==> config.mk <==
export PLATFORM = sky130hd
export DESIGN_NAME = hex_and_text_download_parser
export DESIGN_NICKNAME = d
export VERILOG_FILES = /design/src/hdl/htdp_pkg.sv /design/src/hdl/hex_and_text_download_parser.sv
export SDC_FILE = /design/constraint.sdc
export NUM_CORES = 1
export LEC_CHECK = 0
export BUFFER_PORTS_ARGS = -buffer_cell sky130_fd_sc_hd__buf_4
export CAP_MARGIN = 20
export CORE_MARGIN = 10
export CORE_UTILIZATION = 40
export CTS_CLUSTER_SIZE = 16
export DETAILED_ROUTE_END_ITERATION = 6
export PLACE_DENSITY = 0.69
export SLEW_MARGIN = 20
export SYNTH_ARGS = -nofsm -noshare
export SYNTH_HDL_FRONTEND = slang
export SYNTH_SLANG_ARGS = --single-unit
==> constraint.sdc <==
create_clock -name i_clk -period 5.55 [get_ports i_clk]
set_input_delay 0.8325 -clock i_clk [delete_from_list [all_inputs] [get_ports i_clk]]
set_output_delay 0.8325 -clock i_clk [all_outputs]
set_load 0.01 [all_outputs]
==> src/hdl/htdp_pkg.sv <==
package htdp_pkg;

    typedef enum logic [1:0] {
        KIND_LENGTH  = 2'd0,
        KIND_ADDRESS = 2'd1,
        KIND_DATA    = 2'd2,
        KIND_TEXT    = 2'd3
    } t_word_kind;

    typedef enum logic [1:0] {
        TXT_AWAIT_STAR = 2'd0,
        TXT_SKIP_STAR  = 2'd1,
        TXT_SKIP_BLANK = 2'd2,
        TXT_ACTIVE     = 2'd3
    } t_text_phase;

    localparam logic [7:0] CH_COLON = 8'h3A;
    localparam logic [7:0] CH_STAR  = 8'h2A;
    localparam logic [7:0] CH_ZERO  = 8'h30;
    localparam logic [7:0] CH_NINE  = 8'h39;
    localparam logic [7:0] CH_SEVEN = 8'h37;
    localparam logic [7:0] CH_CR    = 8'h0D;
    localparam logic [7:0] CH_LF    = 8'h0A;

    localparam int         POS_W        = 10;
    localparam logic [9:0] POS_IDLE     = 10'h3FF;
    localparam logic [9:0] POS_LEN_HI   = 10'd1;
    localparam logic [9:0] POS_LEN_LO   = 10'd2;
    localparam logic [9:0] POS_ADDR_3   = 10'd3;
    localparam logic [9:0] POS_ADDR_2   = 10'd4;
    localparam logic [9:0] POS_ADDR_1   = 10'd5;
    localparam logic [9:0] POS_ADDR_0   = 10'd6;
    localparam logic [9:0] POS_DATA_MIN = 10'd8;
    localparam logic [17:0] REC_END_BASE = 18'd9;

endpackage

==> src/hdl/hex_and_text_download_parser.sv <==
// Channel   Direction  Handshake                Payload
// input     in         i_valid / o_stall        i_rx_char
// result    out        o_valid / i_stall        o_word_value, o_slot, o_word_kind,
//                                               o_command_count
// config    in         i_cfg_valid / o_cfg_ready i_cfg_text_mode
//
// One character per cycle while the result channel is not stalled; a result is offered
// after its character is taken (input register, then result register).
// The character update is a single pass of parse logic between the two registers.
// Reset is synchronous, active low; it clears all parser state, char position idle.
// A stalled result holds the result register and backs up into the input register.
module hex_and_text_download_parser #(
    parameter int RING_DEPTH = 32
) (
    input  logic        i_clk,
    input  logic        i_rst_n,
    input  logic        i_valid,
    output logic        o_stall,
    input  logic [7:0]  i_rx_char,
    output logic        o_valid,
    input  logic        i_stall,
    output logic [15:0] o_word_value,
    output logic [4:0]  o_slot,
    output logic [1:0]  o_word_kind,
    output logic [15:0] o_command_count,
    input  logic        i_cfg_valid,
    output logic        o_cfg_ready,
    input  logic        i_cfg_text_mode
);

    localparam int SLOT_W = $clog2(RING_DEPTH);
    localparam logic [SLOT_W-1:0] SLOT_LAST = SLOT_W'(RING_DEPTH - 1);

    logic                r_text_mode;
    logic                r_in_valid;
    logic [7:0]          r_in_char;
    logic                r_out_valid;
    logic [15:0]         r_word_value;
    logic [SLOT_W-1:0]   r_slot;
    htdp_pkg::t_word_kind r_word_kind;
    logic [15:0]         r_command_count;

    logic [htdp_pkg::POS_W-1:0] r_pos, n_pos;
    logic [htdp_pkg::POS_W-1:0] r_rec_end, n_rec_end;
    logic [15:0]         r_low, n_low;
    logic [15:0]         r_high, n_high;
    logic [SLOT_W-1:0]   r_write_slot, n_write_slot;
    logic [15:0]         r_count, n_count;
    htdp_pkg::t_text_phase r_phase, n_phase;
    logic                r_odd, n_odd;
    logic                r_prev_nul, n_prev_nul;
    logic [7:0]          r_pending, n_pending;

    logic                w_emit;
    logic [15:0]         w_value;
    htdp_pkg::t_word_kind w_kind;
    logic [7:0]          w_digit;
    logic [17:0]         w_end;
    logic                w_eol;
    logic                w_go;
    logic [7:0]          w_ch;
    logic                w_out_free;
    logic                w_advance;
    logic [8:0]          w_slot_ext;

    assign w_out_free  = !r_out_valid || !i_stall;
    assign w_advance   = r_in_valid && w_out_free;
    assign o_stall     = r_in_valid && !w_out_free;
    assign o_cfg_ready = 1'b1;

    assign o_valid         = r_out_valid;
    assign o_word_value    = r_word_value;
    assign w_slot_ext      = 9'(r_slot);
    assign o_slot          = w_slot_ext[4:0];
    assign o_word_kind     = 2'(r_word_kind);
    assign o_command_count = r_command_count;

    always_comb begin
        n_pos        = r_pos;
        n_rec_end    = r_rec_end;
        n_low        = r_low;
        n_high       = r_high;
        n_count      = r_count;
        n_phase      = r_phase;
        n_odd        = r_odd;
        n_prev_nul   = r_prev_nul;
        n_pending    = r_pending;
        w_emit       = 1'b0;
        w_value      = 16'd0;
        w_kind       = htdp_pkg::KIND_LENGTH;
        w_digit      = 8'd0;
        w_end        = 18'd0;
        w_go         = 1'b0;
        w_ch         = r_in_char;
        w_eol        = (r_in_char == htdp_pkg::CH_CR) || (r_in_char == htdp_pkg::CH_LF);

        if (!r_text_mode) begin
            if (r_in_char == htdp_pkg::CH_COLON) begin
                n_pos = '0;
            end else if (r_in_char <= htdp_pkg::CH_NINE) begin
                w_digit = r_in_char - htdp_pkg::CH_ZERO;
            end else begin
                w_digit = r_in_char - htdp_pkg::CH_SEVEN;
            end

            case (n_pos) inside
                htdp_pkg::POS_LEN_HI, htdp_pkg::POS_ADDR_3: begin
                    n_low = {4'd0, w_digit, 4'd0};
                end
                htdp_pkg::POS_LEN_LO: begin
                    n_low     = r_low + 16'(w_digit);
                    w_end     = htdp_pkg::REC_END_BASE + {1'b0, n_low, 1'b0};
                    n_rec_end = (w_end > 18'(htdp_pkg::POS_IDLE)) ? htdp_pkg::POS_IDLE
                                                                   : w_end[9:0];
                    w_emit    = 1'b1;
                    w_value   = n_low;
                    w_kind    = htdp_pkg::KIND_LENGTH;
                end
                htdp_pkg::POS_ADDR_2: begin
                    n_low = {r_low[7:0] + w_digit, 8'd0};
                end
                htdp_pkg::POS_ADDR_1: begin
                    n_low = r_low + {4'd0, w_digit, 4'd0};
                end
                htdp_pkg::POS_ADDR_0: begin
                    n_low   = r_low + 16'(w_digit);
                    w_emit  = 1'b1;
                    w_value = n_low;
                    w_kind  = htdp_pkg::KIND_ADDRESS;
                end
                default: begin
                end
            endcase

            if (n_pos > htdp_pkg::POS_DATA_MIN && n_pos < r_rec_end) begin
                case (n_pos[1:0])
                    2'd1: n_low  = {4'd0, w_digit, 4'd0};
                    2'd2: n_low  = r_low + 16'(w_digit);
                    2'd3: n_high = {4'd0, w_digit, 4'd0};
                    default: begin
                        n_high  = {r_high[7:0] + w_digit, 8'd0};
                        n_low   = r_low + n_high;
                        n_count = r_count + 16'd1;
                        w_emit  = 1'b1;
                        w_value = n_low;
                        w_kind  = htdp_pkg::KIND_DATA;
                    end
                endcase
            end

            if (n_pos != htdp_pkg::POS_IDLE) begin
                n_pos = n_pos + 10'd1;
            end
        end else begin
            if (r_phase == htdp_pkg::TXT_AWAIT_STAR) begin
                if (r_in_char == htdp_pkg::CH_STAR) begin
                    n_phase = htdp_pkg::TXT_SKIP_STAR;
                end
            end else if (r_phase == htdp_pkg::TXT_SKIP_STAR
                         && r_in_char == htdp_pkg::CH_STAR) begin
                n_phase = r_phase;
            end else if ((r_phase == htdp_pkg::TXT_SKIP_STAR
                          || r_phase == htdp_pkg::TXT_SKIP_BLANK) && w_eol) begin
                n_phase = htdp_pkg::TXT_SKIP_BLANK;
            end else begin
                n_phase = htdp_pkg::TXT_ACTIVE;
                w_go    = 1'b1;
            end

            if (w_go && !(w_eol && r_prev_nul)) begin
                w_ch = w_eol ? 8'd0 : r_in_char;
                if (!r_odd) begin
                    n_pending = w_ch;
                end else begin
                    w_emit  = 1'b1;
                    w_value = {r_pending, w_ch};
                    w_kind  = htdp_pkg::KIND_TEXT;
                end
                n_odd      = !r_odd;
                n_prev_nul = (w_ch == 8'd0);
            end
        end

        n_write_slot = r_write_slot;
        if (w_emit) begin
            n_write_slot = (r_write_slot == SLOT_LAST) ? '0 : r_write_slot + SLOT_W'(1);
        end
    end

    always_ff @(posedge i_clk) begin
        if (!i_rst_n) begin
            r_text_mode  <= 1'b0;
            r_in_valid   <= 1'b0;
            r_out_valid  <= 1'b0;
            r_pos        <= htdp_pkg::POS_IDLE;
            r_rec_end    <= '0;
            r_low        <= '0;
            r_high       <= '0;
            r_write_slot <= '0;
            r_count      <= '0;
            r_phase      <= htdp_pkg::TXT_AWAIT_STAR;
            r_odd        <= 1'b0;
            r_prev_nul   <= 1'b0;
            r_pending    <= '0;
        end else begin
            if (i_cfg_valid && o_cfg_ready) begin
                r_text_mode <= i_cfg_text_mode;
            end
            if (!o_stall) begin
                r_in_valid <= i_valid;
            end
            if (w_out_free) begin
                r_out_valid <= w_advance && w_emit;
            end
            if (w_advance) begin
                r_pos        <= n_pos;
                r_rec_end    <= n_rec_end;
                r_low        <= n_low;
                r_high       <= n_high;
                r_write_slot <= n_write_slot;
                r_count      <= n_count;
                r_phase      <= n_phase;
                r_odd        <= n_odd;
                r_prev_nul   <= n_prev_nul;
                r_pending    <= n_pending;
            end
        end
    end

    always_ff @(posedge i_clk) begin
        if (!o_stall && i_valid) begin
            r_in_char <= i_rx_char;
        end
        if (w_advance && w_emit) begin
            r_word_value    <= w_value;
            r_slot          <= r_write_slot;
            r_word_kind     <= w_kind;
            r_command_count <= n_count;
        end
    end

endmodule
# --- After elaboration in Yosys (flattened, before gate mapping) ---
# Cells that the tools add are included.
totals:
  word_cells: 144
  regBits: 127
  in_bits: 14
  latch_bits: 0
  memories: 0
  ramBits: 0
  rom_bits: 0
classes:
  n_addsub: 11
  bitwise_logic: 4
  n_lt_le_gt_ge: 4
  shift: 0
  n_eq_ne: 19
  reduce_logical: 30
  n_mul: 0
  div: 0
  mux: 58
op_table:
  columns: ["cell", "count"]
  rows:
  - ["2-to-1 mux 16 bit", 19]
  - ["case mux 16 bit (3 select lines)", 1]
  - ["2-to-1 mux 10 bit", 4]
  - ["2-to-1 mux 8 bit", 4]
  - ["equality test 10 x 3 -> 1 bit (second input constant)", 3]
  - ["equality test 10 x 2 -> 1 bit (second input constant)", 2]
  - ["2-to-1 mux 1 bit", 20]
  - ["adder 4 x 17 -> 18 bit (first input constant)", 1]
  - ["greater-than comparator 18 x 10 -> 1 bit (second input constant)", 1]
  - ["adder 16 x 1 -> 16 bit (second input constant)", 1]
  - ["adder 16 x 12 -> 16 bit", 1]
  - ["adder 16 bit", 1]
  - ["adder 16 x 8 -> 16 bit", 1]
  - ["adder 8 bit", 2]
  - ["equality test 8 x 4 -> 1 bit (second input constant)", 2]
  - ["equality test 8 x 6 -> 1 bit (second input constant)", 2]
  - ["2-to-1 mux 2 bit", 8]
  - ["case mux 8 bit (2 select lines)", 1]
  - ["AND reduction 4 bit", 4]
  - ["subtractor 8 x 6 -> 8 bit (second input constant)", 2]
  - ["adder 10 x 1 -> 10 bit (second input constant)", 1]
  - ["equality test 10 x 1 -> 1 bit (second input constant)", 1]
  - ["greater-than comparator 10 x 4 -> 1 bit (second input constant)", 1]
  - ["less-than comparator 10 bit", 1]
  - ["other kinds (19)", 42]

# --- Longest topological paths before layout ---
logic_depth:
  word_depth: 13
  depth_mapped: 20

# --- Worst setup path before layout ---
# OpenSTA, ideal clock, no wires.
synth_timing:
  path_type: "reg-to-reg"
  start: "register r_in_char[0]"
  end: "register r_write_slot[2]"
  synth_period_minus_slack_ns: 4.928
  stages_incl_launch_ff: 19
  setup_time_ns: 0.070
  arrival_ns: 4.857
  path_buffers: 3
  slack_ns: 0.622
  t_required_ns: 5.480
  path_cell_list: "edfxtp_1 > inv_1 > ha_1 > and3b_1 > nand2_1 > clkbuf_1 > clkbuf_1 > and2_1 > ha_1 > a21o_1 > a21o_1 > a21oi_1 > o21ai_1 > nor4_1 > o31a_1 > clkbuf_1 > nor2b_1 > nand3b_1 > a21oi_1"
synth_via:
  elab_chain_len: 13
  elab_cells_between_ends: 40
  classes_between: "order compare (2); eq/ne (13); mux (15); reduce/logical (10)"
synth_lines:
  columns: ["element", "line_no", "source"]
  rows:
  - ["start: declaration", "hex_and_text_download_parser.sv:36", "logic [7:0] r_in_char;"]
  - ["start signal: assignment", "hex_and_text_download_parser.sv:232", "r_in_char <= i_rx_char;"]
  - ["equality test 8 x 6 -> 1 bit", "hex_and_text_download_parser.sv:98", "if (r_in_char == htdp_pkg::CH_COLON) begin"]
  - ["2-to-1 mux 10 bit", "hex_and_text_download_parser.sv:98", null]
  - ["2-to-1 mux 10 bit", "hex_and_text_download_parser.sv:97", "if (!r_text_mode) begin"]
  - ["equality test 10 x 3 -> 1 bit (no source line)", null, null]
  - ["2-to-1 mux 1 bit (5 in a row)", "hex_and_text_download_parser.sv:106", "case (n_pos) inside"]
  - ["2-to-1 mux 1 bit", "hex_and_text_download_parser.sv:136", "case (n_pos[1:0])"]
  - ["2-to-1 mux 1 bit", "hex_and_text_download_parser.sv:135", "if (n_pos > htdp_pkg::POS_DATA_MIN && n_pos < r_rec_end) begin"]
  - ["2-to-1 mux 1 bit *", "hex_and_text_download_parser.sv:97", null]
  - ["AND reduction 2 bit (no source line) *", null, null]
  - ["end signal: assignment", "hex_and_text_download_parser.sv:220", "r_write_slot <= n_write_slot;"]
  - ["end: declaration", "hex_and_text_download_parser.sv:47", "logic [SLOT_W-1:0] r_write_slot, n_write_slot;"]
# Mark *: on every way between the ends. The rest lies on a longest branch, timed or not. The select of a mux whose other input is x is not followed.
# A chain may end at the register's enable or synchronous reset.

# --- Final worst setup path ---
layout_timing:
  start: "register r_in_char[0]"
  end: "register r_rec_end[2] (netlist bit)"
layout_via:
  elab_chain_len: 8
  elab_cells_between_ends: 19
  classes_between: "add/sub (4); order compare (2); eq/ne (4); mux (6); bitwise (1); reduce/logical (2)"
layout_lines:
  columns: ["element", "line_no", "source"]
  rows:
  - ["subtractor 8 x 6 -> 8 bit (tied with other cells)", "hex_and_text_download_parser.sv:103", "w_digit = r_in_char - htdp_pkg::CH_SEVEN;"]
  - ["2-to-1 mux 8 bit", "hex_and_text_download_parser.sv:100", "end else if (r_in_char <= htdp_pkg::CH_NINE) begin"]
  - ["2-to-1 mux 8 bit", "hex_and_text_download_parser.sv:98", null]
  - ["2-to-1 mux 8 bit", "hex_and_text_download_parser.sv:97", null]
  - ["adder 16 x 8 -> 16 bit", "hex_and_text_download_parser.sv:111", "n_low = r_low + 16'(w_digit);"]
  - ["adder 4 x 17 -> 18 bit", "hex_and_text_download_parser.sv:112", "w_end = htdp_pkg::REC_END_BASE + {1'b0, n_low, 1'b0};"]
  - ["greater-than comparator 18 x 10 -> 1 bit", "hex_and_text_download_parser.sv:113", "n_rec_end = (w_end > 18'(htdp_pkg::POS_IDLE)) ? htdp_pkg::POS_IDLE"]
  - ["2-to-1 mux 10 bit", "hex_and_text_download_parser.sv:113", null]
  - ["end signal: assignment", "hex_and_text_download_parser.sv:217", "r_rec_end <= n_rec_end;"]
  - ["end: declaration", "hex_and_text_download_parser.sv:44", "logic [htdp_pkg::POS_W-1:0] r_rec_end, n_rec_end;"]
# Parallel ways exist; a longest one is shown, timed or not. The select of a mux whose other input is x is not followed.

==> impl_results.md <==
- Status: finished clean
- Number of library cell types mapped by synthesis: 84
- Pint: 1.99 mW
- Number of synthesized register bits: 123
- Remaining antenna violation count: 0
- GP Congestion: ~1
- Crit path DAT: approximately 5.5 ns
- Largest net degree at the start of global routing: 47
- Die Span Y: 164 um
- Clock-pin slew on the worst setup and hold paths: roughly 0.060 ns
- Leakage Power: between 3 and 4 nW
- Element type at the critical path end: flip-flop
- Top cells by area, synth: dfxtp_1 (18%), edfxtp_1 (17%), ha_1 (7.9%)
- Flop-to-flop setup slack: 0.44 ns
- Post-synth top area cell: dfxtp_1
- Pwr Density: 304 nW/um^2
- Least-Margin Pin Slew: 0.927 ns
- Final hold violation count: 0
- Netlist Area Pre-Place: a little over 8000 um^2
- Hpwl dp: between 15000 and 20000 um
- Setup bufs post-CTS: 0
- Switching pwr: between 0.9 and 1 mW
- Worst hold path type: flip-flop to flip-flop
- Clock Skew: between 0.01 and 0.015 ns
- Sequential Power Share: 0.341
- Vias in the first global route: roughly 7400
- CTS tree: done
- Final period utilization: 0.921
- CP Max Fanout: 9
- H-tree Lvls: 4
- CTS Buffer Depth: 2
- Mean Syn Cell Area: 8.46 um^2
- DRT iter0 DRCs: 1008
- Sequential area share after synthesis: 0.354
- IO buf count: 54
- CP Launch Type: flip-flop
- Max-slew violation count: 0
- Total global-route track usage: 0.199
- Root Buffer: clkbuf_16
- Vias per cell: ~5.9
- Core area: slightly above 20000 um^2
- Final nets: approximately 1100
- Post-layout min period: 5.11 ns
- RSZ-0062 raised after global routing: false
- Synth Warn #: 0
- Fin Setup TNS: 0 ns
- Total grt overflow: 0
- Maximum vdd drop: ~180 uV
- Post-synth ARST share: 0
- Die Footprint: around 27000 um^2
- Post-synth EDFFs: 47
- Maxcap violations: 0
- Fmax: roughly 200 MHz
- Required @ worst endpoint: between 5 and 6 ns
- Diode count: 0
- WL per Instance: 20.3 um
- Top-area cell type share of the netlist area: 0.184
- Initial antenna violation count: 0
- Initial Utilization: 0.408
- First-pass GRT wire length: ~42000 um
- Slew headroom: 0.379
- IO Count: 56
- Pre-CTS setup slack: roughly 0.43 ns
- Switching Fraction: 0.331
- CTS sink count: roughly 120
- Power share of the combinational group: 0.238
- DRT Pass-1 Iters: 5
- CTS buffer count: 17
- Clock latency on the worst-skew pair: about 0.43 ns
- DRC: 0
- Critical path class: flip-flop to flip-flop
- Final worst setup slack: approximately 0.44 ns
- Setup-failing EPs final: 0
- Synthesis-to-layout area growth: 17.9%
- Mapped Cells: about 980
- Clock power share: 0.421
- Hold slack: between 0.4 and 0.5 ns
- Prevailing post-synth register cell: dfxtp_1
- Die Width: about 160 um
- Detailed-route via count: 7801
- Share of post-route cells with drive strength above 1: 0.141
- Total power: 2.97 mW
- # rows: 52
- Syn_nets: between 1000 and 1500
- Drt total wl: approximately 27000 um
registers in the layout, indices dropped and copies added (netlist names):
name / flops
r_text_mode: 1
o_slot: 5
r_count: 16
r_low: 16
o_command_count: 16
r_phase: 2
r_write_slot: 5
r_pending: 8
r_high: 4
o_word_value: 16
r_rec_end: 10
o_word_kind: 2
r_in_valid: 1
r_odd: 1
r_prev_nul: 1
o_valid: 1
r_in_char: 8
r_pos: 10
logic make-up (layout without fill, tap and decap cells):
kind of cell | after synthesis | after routing | share of synthesized area
buf+inv | 94 | 168 | 0.0446
fa+ha+maj | 55 | 55 | 0.0835
simple gates | 334 | 334 | 0.199
compound gates | 299 | 299 | 0.239
mux | 8 | 8 | 0.00998
xor+xnor | 64 | 64 | 0.0686
flops | 123 | 123 | 0.354
other cells | 1 | 1 | 0.000453
per-layer routing:
metal	global-route usage	vias up	wire length, um
li1	-	3726	-
met1	0.258	3617	11400
met2	0.312	377	12100
met3	0.0365	81	2140
met4	0.101	0	1140
met5	0	-	0
repair_timing:
action	CTS	global route
setup endpoints to repair	0	9
resized for setup	0	1
hold buffers	0	0
stage by stage:
step,utilization,area (um^2),cells
floorplan,-,8280,978
global placement,0.449,9110,1290
finish,0.481,9760,1322
global route,0.481,9760,1322
CTS,0.480,9750,1322
detailed placement,0.449,9110,1290
power groups by stage:
stage	Sequential [mW]	Clock, mW	Combinational, mW
after floorplan	1.00	0	0.494
after global routing	1.02	1.30	0.775
after detailed placement	1.03	0	0.687
after CTS	1.01	1.27	0.692
final	1.01	1.25	0.706
after global placement	1.03	0	0.679
final cells by class:
class / count / area, um^2
clock inverters: 15 / 220
inverters: 44 / 165
fillers: 1951 / 10500
repair buffers: 92 / 691
multi-input cells: 761 / 4990
well taps: 270 / 338
flip-flops and latches: 123 / 2930
clock buffers: 17 / 425
synthesized netlist by cell type, drive strengths merged, types with 7 or more instances:
| cell | number |
|---|---|
| o21ai | 74 |
| nand2b | 13 |
| nand3 | 34 |
| nand4 | 10 |
| or2 | 8 |
| o221ai | 12 |
| a21o | 11 |
| buf | 7 |
| nand2 | 97 |
| dfxtp | 76 |
| nor2 | 76 |
| xor2 | 26 |
| nor3 | 22 |
| inv | 43 |
| xnor2 | 38 |
| and2 | 20 |
| edfxtp | 47 |
| a21oi | 76 |
| a22oi | 17 |
| ha | 52 |
| a31oi | 16 |
| and3 | 15 |
| clkbuf | 43 |
| o211ai | 11 |
| or3 | 10 |
worst paths after layout:
check / start / end / cells past startpoint
max: r_in_char[0]$_DFFE_PP_ / r_rec_end[2]$_SDFFE_PN0P_ / 20
min: r_rec_end[0]$_SDFFE_PN0P_ / r_rec_end[0]$_SDFFE_PN0P_ / 2
max reg2reg: r_in_char[0]$_DFFE_PP_ / r_rec_end[2]$_SDFFE_PN0P_ / 20
min reg2reg: r_rec_end[0]$_SDFFE_PN0P_ / r_rec_end[0]$_SDFFE_PN0P_ / 2
placed cells by master (no fill, tap or decap), drive strengths merged, types with 5 or more instances in the layout:
cell	synthesis	layout
nand2b	13	13
ha	52	52
nor3	22	22
a32oi	6	6
a21o	11	11
a211oi	6	6
nand3	34	34
buf	7	92
nor2b	5	5
or2	8	8
nor2	76	76
dfxtp	76	76
o21ai	74	74
a22oi	17	17
a31oi	16	16
o221ai	12	12
mux2i	6	6
a21oi	76	76
and3	15	15
xnor2	38	38
o31ai	5	5
nand2	97	97
or3	10	10
nand4	10	10
and2	20	20
xor2	26	26
inv	43	53
nor4	6	6
edfxtp	47	47
clkbuf	43	17
o311ai	6	6
o211ai	11	11
critical path: stages, from the launching register on:
cell and delay, ns:
edfxtp_1 0.50, inv_1 0.14, ha_1 0.22, o21bai_1 0.29
nand3_1 0.14, nand2_1 0.15, nand2_1 0.09, xor2_1 0.18
nor2_1 0.08, ha_1 0.43, nand2_1 0.08, a211o_1 0.35
nand3_1 0.13, xnor2_1 0.13, buf_4 0.19, ha_1 0.19
or4_1 0.46, o31a_1 0.30, o41ai_1 0.54, a2111oi_4 0.23
a21oi_1 0.20
No activity file was read; power rests on OpenSTA's default activity.
